[config.mk]
export PLATFORM = sky130hd
export DESIGN_NAME = tag_dedup_table
export DESIGN_NICKNAME = d
export VERILOG_FILES = /design/src/rtl/core/tdt_pkg.sv /design/src/rtl/core/tdt_ram.sv /design/src/rtl/core/tag_dedup_table.sv
export SDC_FILE = /design/constraint.sdc
export NUM_CORES = 2
export LEC_CHECK = 0
export BUFFER_PORTS_ARGS = -buffer_cell sky130_fd_sc_hd__buf_2
export CAP_MARGIN = 20
export CORE_MARGIN = 2
export CORE_UTILIZATION = 44
export DETAILED_ROUTE_END_ITERATION = 10
export GPL_TIMING_DRIVEN = 1
export PLACE_DENSITY = 0.71
export SLEW_MARGIN = 10
export SYNTH_ARGS = -nofsm -noshare
export SYNTH_HDL_FRONTEND = slang
export SYNTH_SLANG_ARGS = --single-unit
[constraint.sdc]
create_clock -name clk_i -period 7.93 [get_ports clk_i]
set_input_delay 0.793 -clock clk_i [delete_from_list [all_inputs] [get_ports clk_i]]
set_output_delay 0.793 -clock clk_i [all_outputs]
set_load 0.005 [all_outputs]
[src/rtl/core/tdt_pkg.sv]
// Package for the tag deduplication table: table sizing, field widths,
// operation and status codes, and the packed layout of one table entry.
// No dependencies.
`default_nettype none

package tdt_pkg;

  // Number of table entries (legal range 1 to 63).
  localparam int TableDepth = 32;

  // Address width of the entry memory and width of counters that must hold the depth itself.
  localparam int TableIdxW  = (TableDepth > 1) ? $clog2(TableDepth) : 1;
  localparam int TableCntW  = $clog2(TableDepth + 1);

  localparam int TagW       = 32;
  localparam int TempW      = 16;
  localparam int ReadsW     = 16;
  localparam int SeenCountW = 6;

  // Operation codes carried on the input channel.
  localparam logic OpInsert = 1'b0;
  localparam logic OpSweep  = 1'b1;

  typedef enum logic [1:0] {
    ST_ADDED   = 2'd0,
    ST_UPDATED = 2'd1,
    ST_FULL    = 2'd2,
    ST_SWEEP   = 2'd3
  } status_e;

  // One stored table entry; the seen marks live in flip-flops outside the memory.
  typedef struct packed {
    logic [TagW-1:0]          tag;
    logic signed [TempW-1:0]  temp;
    logic [ReadsW-1:0]        reads;
  } entry_t;

  localparam int EntryW = $bits(entry_t);

endpackage

`default_nettype wire

[src/rtl/core/tdt_ram.sv]
// Generic single-clock RAM with one write port and one registered read port.
// Read data holds its value in cycles without a read. No dependencies.
`default_nettype none

module tdt_ram #(
  parameter int Width = 8,
  parameter int Depth = 16
) (
  input  wire logic                                   clk_i,
  input  wire logic                                   wr_en_i,
  input  wire logic [((Depth > 1) ? $clog2(Depth) : 1)-1:0] wr_addr_i,
  input  wire logic [Width-1:0]                       wr_data_i,
  input  wire logic                                   rd_en_i,
  input  wire logic [((Depth > 1) ? $clog2(Depth) : 1)-1:0] rd_addr_i,
  output      logic [Width-1:0]                       rd_data_o
);

  logic [Width-1:0] mem [Depth];

  always_ff @(posedge clk_i) begin
    if (wr_en_i) begin
      mem[wr_addr_i] <= wr_data_i;
    end
    if (rd_en_i) begin
      rd_data_o <= mem[rd_addr_i];
    end
  end

endmodule

`default_nettype wire

[src/rtl/core/tag_dedup_table.sv]
// Top level of the tag deduplication table: sequencer, seen marks and result register.
// Depends on tdt_pkg and on the generic RAM tdt_ram.
//
// Usage:
//   The input channel (in_valid_i / in_stall_o) carries one command per transaction:
//   operation 0 inserts or updates tag_id_i with temperature_i, operation 1 sweeps the
//   table. The output channel (out_valid_o / out_stall_i) carries the results. An insert
//   gives exactly one result; a sweep gives one result per entry marked seen, in table
//   order, followed by a summary transaction with last_o set.
//   The block works on one command at a time and raises in_stall_o until that command
//   has written its final result to the output register. An insert walks the filled
//   entries through the single read port of the entry memory, one entry per cycle,
//   comparing each against the tag. A sweep steps past unseen entries, reads each
//   seen entry before emitting it, and gives the summary last.
//   Results sit in an output register, so a new command may be accepted while the last
//   result still waits; if the receiver keeps out_stall_i high, the sequencer holds at
//   its next result until the register frees up.
//   Reset clears the fill level, the seen marks and the control state. The entry memory
//   is not cleared: only entries below the fill level are ever read.
`default_nettype none

module tag_dedup_table
  import tdt_pkg::*;
(
  input  wire logic                    clk_i,
  input  wire logic                    rst_ni,

  input  wire logic                    in_valid_i,
  output      logic                    in_stall_o,
  input  wire logic                    operation_i,
  input  wire logic [TagW-1:0]         tag_id_i,
  input  wire logic signed [TempW-1:0] temperature_i,

  output      logic                    out_valid_o,
  input  wire logic                    out_stall_i,
  output      logic [1:0]              status_o,
  output      logic                    entry_present_o,
  output      logic [TagW-1:0]         tag_id_res_o,
  output      logic signed [TempW-1:0] temperature_res_o,
  output      logic [ReadsW-1:0]       read_count_o,
  output      logic [SeenCountW-1:0]   seen_count_o,
  output      logic                    last_o
);

  typedef enum logic [1:0] {
    S_IDLE,
    S_SEARCH,
    S_SWEEP,
    S_EMIT
  } state_e;

  typedef struct packed {
    status_e                 status;
    logic                    present;
    logic [TagW-1:0]         tag;
    logic signed [TempW-1:0] temp;
    logic [ReadsW-1:0]       reads;
    logic [SeenCountW-1:0]   seen;
    logic                    last;
  } res_t;

  state_e                 state_q, state_d;
  logic [TableCntW-1:0]   fill_q, fill_d;
  logic [TableCntW-1:0]   idx_q, idx_d;
  logic [TableCntW-1:0]   found_q, found_d;
  logic                   chk_vld_q, chk_vld_d;
  logic [TableIdxW-1:0]   chk_idx_q, chk_idx_d;
  logic [TableDepth-1:0]  seen_q, seen_d;
  logic [TagW-1:0]        tag_q, tag_d;
  logic signed [TempW-1:0] temp_q, temp_d;
  logic                   out_valid_q, out_valid_d;
  res_t                   out_q, out_d;

  // Memory port signals.
  logic                   rd_en;
  logic [TableIdxW-1:0]   rd_addr;
  logic                   wr_en;
  logic [TableIdxW-1:0]   wr_addr;
  entry_t                 wr_data;
  entry_t                 rd_data;

  // Helpers for the sequencer.
  logic                   out_free;
  logic                   hit;
  logic                   more;
  logic [TableIdxW-1:0]   idx_lo;
  logic [ReadsW-1:0]      reads_inc;
  logic [TableCntW-1:0]   found_inc;
  logic                   add_done;

  tdt_ram #(
    .Width (EntryW),
    .Depth (TableDepth)
  ) u_entries (
    .clk_i     (clk_i),
    .wr_en_i   (wr_en),
    .wr_addr_i (wr_addr),
    .wr_data_i (wr_data),
    .rd_en_i   (rd_en),
    .rd_addr_i (rd_addr),
    .rd_data_o (rd_data)
  );

  // The result register is free when empty or when its content leaves this cycle.
  assign out_free  = !out_valid_q || !out_stall_i;
  // The read data belongs to entry chk_idx_q whenever chk_vld_q is set.
  assign hit       = chk_vld_q && (rd_data.tag == tag_q);
  assign more      = (idx_q < fill_q);
  assign idx_lo    = idx_q[TableIdxW-1:0];
  assign reads_inc = (rd_data.reads == '1) ? rd_data.reads : rd_data.reads + ReadsW'(1);
  assign found_inc = found_q + TableCntW'(1);

  always_comb begin
    state_d     = state_q;
    fill_d      = fill_q;
    idx_d       = idx_q;
    found_d     = found_q;
    chk_vld_d   = chk_vld_q;
    chk_idx_d   = chk_idx_q;
    seen_d      = seen_q;
    tag_d       = tag_q;
    temp_d      = temp_q;
    out_d       = out_q;
    out_valid_d = out_valid_q && out_stall_i;
    rd_en       = 1'b0;
    rd_addr     = idx_lo;
    wr_en       = 1'b0;
    wr_addr     = chk_idx_q;
    wr_data     = '0;
    add_done    = 1'b0;

    case (state_q)
      S_IDLE: begin
        if (in_valid_i) begin
          tag_d     = tag_id_i;
          temp_d    = temperature_i;
          idx_d     = '0;
          found_d   = '0;
          chk_vld_d = 1'b0;
          state_d   = (operation_i == OpSweep) ? S_SWEEP : S_SEARCH;
        end
      end

      S_SEARCH: begin
        if (hit) begin
          // Matching entry: refresh the temperature and bump the saturating count.
          if (out_free) begin
            wr_en         = 1'b1;
            wr_addr       = chk_idx_q;
            wr_data.tag   = tag_q;
            wr_data.temp  = temp_q;
            wr_data.reads = reads_inc;
            seen_d[chk_idx_q] = 1'b1;
            out_d         = '{ST_UPDATED, 1'b0, tag_q, temp_q, reads_inc, '0, 1'b1};
            out_valid_d   = 1'b1;
            chk_vld_d     = 1'b0;
            state_d       = S_IDLE;
          end
        end else if (more) begin
          rd_en     = 1'b1;
          chk_vld_d = 1'b1;
          chk_idx_d = idx_lo;
          idx_d     = idx_q + TableCntW'(1);
        end else begin
          // Every filled entry was compared without a match.
          chk_vld_d = 1'b0;
          if (out_free) begin
            if (fill_q == TableCntW'(TableDepth)) begin
              out_d = '{ST_FULL, 1'b0, tag_q, temp_q, '0, '0, 1'b1};
            end else begin
              wr_en         = 1'b1;
              wr_addr       = fill_q[TableIdxW-1:0];
              wr_data.tag   = tag_q;
              wr_data.temp  = temp_q;
              wr_data.reads = ReadsW'(1);
              seen_d[fill_q[TableIdxW-1:0]] = 1'b1;
              fill_d        = fill_q + TableCntW'(1);
              add_done      = 1'b1;
              out_d         = '{ST_ADDED, 1'b0, tag_q, temp_q, ReadsW'(1), '0, 1'b1};
            end
            out_valid_d = 1'b1;
            state_d     = S_IDLE;
          end
        end
      end

      S_SWEEP: begin
        if (more) begin
          if (seen_q[idx_lo]) begin
            rd_en     = 1'b1;
            chk_idx_d = idx_lo;
            state_d   = S_EMIT;
          end else begin
            idx_d = idx_q + TableCntW'(1);
          end
        end else if (out_free) begin
          out_d       = '{ST_SWEEP, 1'b0, '0, '0, '0, SeenCountW'(found_q), 1'b1};
          out_valid_d = 1'b1;
          state_d     = S_IDLE;
        end
      end

      S_EMIT: begin
        if (out_free) begin
          out_d = '{ST_SWEEP, 1'b1, rd_data.tag, rd_data.temp, rd_data.reads,
                    SeenCountW'(found_inc), 1'b0};
          out_valid_d       = 1'b1;
          found_d           = found_inc;
          seen_d[chk_idx_q] = 1'b0;
          idx_d             = idx_q + TableCntW'(1);
          state_d           = S_SWEEP;
        end
      end

      default: begin
        state_d = S_IDLE;
      end
    endcase
  end

  always_ff @(posedge clk_i or negedge rst_ni) begin
    if (!rst_ni) begin
      state_q     <= S_IDLE;
      fill_q      <= '0;
      idx_q       <= '0;
      found_q     <= '0;
      chk_vld_q   <= 1'b0;
      chk_idx_q   <= '0;
      seen_q      <= '0;
      out_valid_q <= 1'b0;
    end else begin
      state_q     <= state_d;
      fill_q      <= fill_d;
      idx_q       <= idx_d;
      found_q     <= found_d;
      chk_vld_q   <= chk_vld_d;
      chk_idx_q   <= chk_idx_d;
      seen_q      <= seen_d;
      out_valid_q <= out_valid_d;
    end
  end

  // Captured command and result payload carry no reset.
  always_ff @(posedge clk_i) begin
    tag_q  <= tag_d;
    temp_q <= temp_d;
    out_q  <= out_d;
  end

  assign in_stall_o        = (state_q != S_IDLE);
  assign out_valid_o       = out_valid_q;
  assign status_o          = out_q.status;
  assign entry_present_o   = out_q.present;
  assign tag_id_res_o      = out_q.tag;
  assign temperature_res_o = out_q.temp;
  assign read_count_o      = out_q.reads;
  assign seen_count_o      = out_q.seen;
  assign last_o            = out_q.last;

`ifndef NO_ASSERTIONS
  a_fill_bound: assert property (@(posedge clk_i) disable iff (!rst_ni)
    fill_q <= TableCntW'(TableDepth))
    else $error("fill level exceeds table depth");

  a_seen_below_fill: assert property (@(posedge clk_i) disable iff (!rst_ni)
    (seen_q >> fill_q) == '0)
    else $error("seen mark set on an unfilled entry");

  a_found_bound: assert property (@(posedge clk_i) disable iff (!rst_ni)
    found_q <= fill_q)
    else $error("sweep found more entries than are filled");

  a_insert_single: assert property (@(posedge clk_i) disable iff (!rst_ni)
    out_valid_q && (out_q.status != ST_SWEEP) |-> out_q.last && !out_q.present)
    else $error("insert result not marked as final");

  a_add_grows: assert property (@(posedge clk_i) disable iff (!rst_ni)
    add_done |=> fill_q == $past(fill_q) + TableCntW'(1))
    else $error("new entry did not advance the fill level");
`endif

endmodule

`default_nettype wire
==> impl_metrics.csv <==
group,metric,value,unit
clock_network,clk_latency,0.87,ns
synthesis,yosysSeqAreaShare,77.0,%
synthesis,ys_top_cells_by_area,"edfxtp_1, mux4_2, dfrtp_1, nand2_1, clkbuf_1",
finish,nFillCells,15500,
routing,ant_nets,0,
sta,skew,0.0798,ns
routing,wl_per_cell,29.4,µm
floorplanning,core_area,0.202,mm²
power,p_switching,0.00924,W
floorplanning,start_util,44.2,%
synthesis,synth_cell_types,64,
global_routing,track_usage,20.4,%
sta,min_period_over_period,66.8,%
power,p_total,0.0323,W
sta,finalHoldViolCount,0,
flow_run,max-cap-violations,0,
finish,area_growth_syn_to_layout,12.8,%
floorplanning,die_height,454,µm
placement,numPlacedInstances,6746,
clock_network,clockRootBuffer,"clkbuf_16",
setup_path,worst_ep_arrival_time,5.77,ns
synthesis,yosys_register_bits,2293,
setup_path,crit_fanout,32,
sta,final.setup.tns,0,ns
finish,final_cells,7152,
power,p_sw_share,28.6,%
setup_path,start_kind,"register",
global_routing,antenna_found_initial,7,
placement,place_ws,2.71,ns
sta,slew_viol_final,0,
routing,vias,42800,
placement,place_congestion,0.858,
placement,dpl_cell_area,0.0935,mm²
clock_network,cts_sinks,2293,
synthesis,syn_avg_cell_area,22.0,µm²
floorplanning,io_pins,129,
synthesis,syn-num-nets,4116,
power,powerDensity,322,mW/mm²
synthesis,synthDominantCellAreaShare,75.3,%
status,status,"finished, final reports clean",
sta,rsz0062_at_grt,"false",
power,seqPwrFrac,46.1,%
routing,routed_wl,211000,µm
global_routing,overflow,0,
clock_network,cts_tree,"yes",
synthesis,synth-edff-count,2234,
sta,relSlewSlack,22.5,%
synthesis,netlist_area,0.0891,mm²
clock_network,cts_setup_buffers,0,
finish,layout-drive-gt1-share,28.6,%
finish,final_common_cell,"edfxtp_1",
global_routing,grt_pass1_vias,43100,
floorplanning,rows,165,
power,p_int,0.0231,W
synthesis,netlist_instances,4045,
min_path,hp-class,"in2reg",
finish,fin_area,0.100,mm²
synthesis,synthArstFlopShare,2.57,%
power,combPwrFrac,23.7,%
sta,fmax,189,MHz
global_routing,grt_max_degree,141,
finish,fin_nets,4379,
setup_path,worstPathRequired,8.41,ns
routing,viasPerCell,5.99,
clock_network,clockBufferDepth,3,
power,clock_power_share,30.2,%
clock_network,path_clk_slew,0.07,ns
power,irDropWorstVdd,305,µV
placement,portBuffers,128,
synthesis,yosysWarnings,0,
sta,fin_ws,2.63,ns
clock_network,cts-hold-fix-buffers,0,
routing,initialDrtViolationCount,5833,
power,cellLeakagePower,32.8,nW
floorplanning,dieArea,0.206,mm²
floorplanning,die_w,454,µm
global_routing,grt_pass1_wl,304000,µm
placement,dpl.hpwl,115000,µm
setup_path,critPathKind,"reg2reg",
sta,setup_viol,0,
routing,drt-pass1-iter-count,5,
synthesis,synth_ff_type,"edfxtp_1",
clock_network,cts_resized,0,
clock_network,htreeDepth,4,
routing,drc_errors,0,
sta,finalCriticalPeriod,5.30,ns
synthesis,yosysTopAreaCell,"edfxtp_1",
setup_path,setup.worst_path.end_class,"register",
sta,tightestPinTransition,1.16,ns
clock_network,numCtsBuffers,208,
finish,mostFrequentLayoutCells,"edfxtp_1, mux4_2, nand2_1",
## cell families (layout without fill, tap and decap cells)
| kind of cell | after synthesis | in the layout | synth area share, % |
|---|---|---|---|
| AO/OA/AOI/OAI | 252 | 252 | 1.88 |
| XOR/XNOR | 48 | 48 | 0.472 |
| adder cells (fa/ha/maj) | 18 | 18 | 0.253 |
| buffers and inverters | 236 | 669 | 1.03 |
| flip-flops | 2293 | 2293 | 77.0 |
| multiplexers | 661 | 661 | 16.5 |
| other | 0 | 2 | 0 |
| AND/OR/NAND/NOR | 537 | 537 | 2.88 |
## worst max-delay path, stage by stage, from the launching register on
cell and delay [ns]:
dfrtp_4 0.74, ha_1 0.43, nand3_1 0.07, o21ai_0 0.48, nand2_1 0.46, or3_1 0.62
o22a_1 0.62, nor3_2 0.87, buf_4 0.60
## final cells by class
| class | count | area (µm²) | area share [%] |
|---|---|---|---|
| inverters | 19 | 73.8 | 0.0735 |
| diodes | 2 | 5.00 | 0.00498 |
| clock buffers | 262 | 5440 | 5.41 |
| repair buffers | 270 | 1980 | 1.97 |
| multi-input cells | 1516 | 19900 | 19.8 |
| flip-flops and latches | 2293 | 68600 | 68.2 |
| clock inverters | 118 | 1190 | 1.19 |
| well taps | 2672 | 3340 | 3.33 |
## metal layers
layer | part of all wire, % | vias to the layer above | global-route usage [%]
li1 | - | 17500 | -
met2 | 51 | 2057 | 34.1
met1 | 38 | 22900 | 26.8
met4 | 4.6 | 0 | 8.94
met3 | 7.0 | 381 | 2.70
met5 | 0 | - | 0
## synthesized netlist by cell type (all sizes together), types with 37 or more instances
cell	count
and3	37
a22o	56
mux4	646
nor2	51
nand2	253
dfrtp	59
buf	62
nor3	50
o21ai	90
clkbuf	155
edfxtp	2234
and2	56
## per-stage QoR
step                      hold WS, ns  utilization (%)
after floorplan                 0.462                -
after global placement          0.485             46.3
after detailed placement        0.491             46.3
final                          0.0985             49.8
after global routing           0.0742             49.8
after CTS                      0.0384             49.6
## state kept, by name, indices dropped and copies added, names as in the netlist, 6 cells and up
| register | cells |
|---|---|
| temp_q | 16 |
| read_count_o | 16 |
| found_q | 6 |
| u_entries.mem | 2048 |
| idx_q | 6 |
| seen_q | 32 |
| fill_q | 6 |
| tag_id_res_o | 32 |
| tag_q | 32 |
| temperature_res_o | 16 |
| u_entries.rd_data_o | 64 |
| seen_count_o | 6 |
## power by group through the flow
stage | clock [W] | sequential, W | combinational, W
final | 0.00975 | 0.0149 | 0.00766
after global routing | 0.0103 | 0.0150 | 0.00814
after CTS | 0.00987 | 0.0149 | 0.00770
after detailed placement | 0 | 0.0152 | 0.00767
after global placement | 0 | 0.0152 | 0.00759
after floorplan | 0 | 0.0150 | 0.00532
## worst paths after layout
check / startpoint / end / slack, ns / cells past startpoint
setup / recovery: idx_q[3] / u_entries.mem[29][24] / 2.63 / 8
hold / removal: temperature_i[4] / temp_q[4] / 0.1 / 1
setup reg to reg: idx_q[3] / u_entries.mem[29][24] / 2.63 / 8
hold reg to reg: seen_q[21] / seen_q[21] / 0.50 / 2
max in group asynchronous: rst_ni / idx_q[3] / 7.14 / 2
min in group asynchronous: rst_ni / found_q[5] / 0.12 / 2
(Power assumes the default switching activity.)
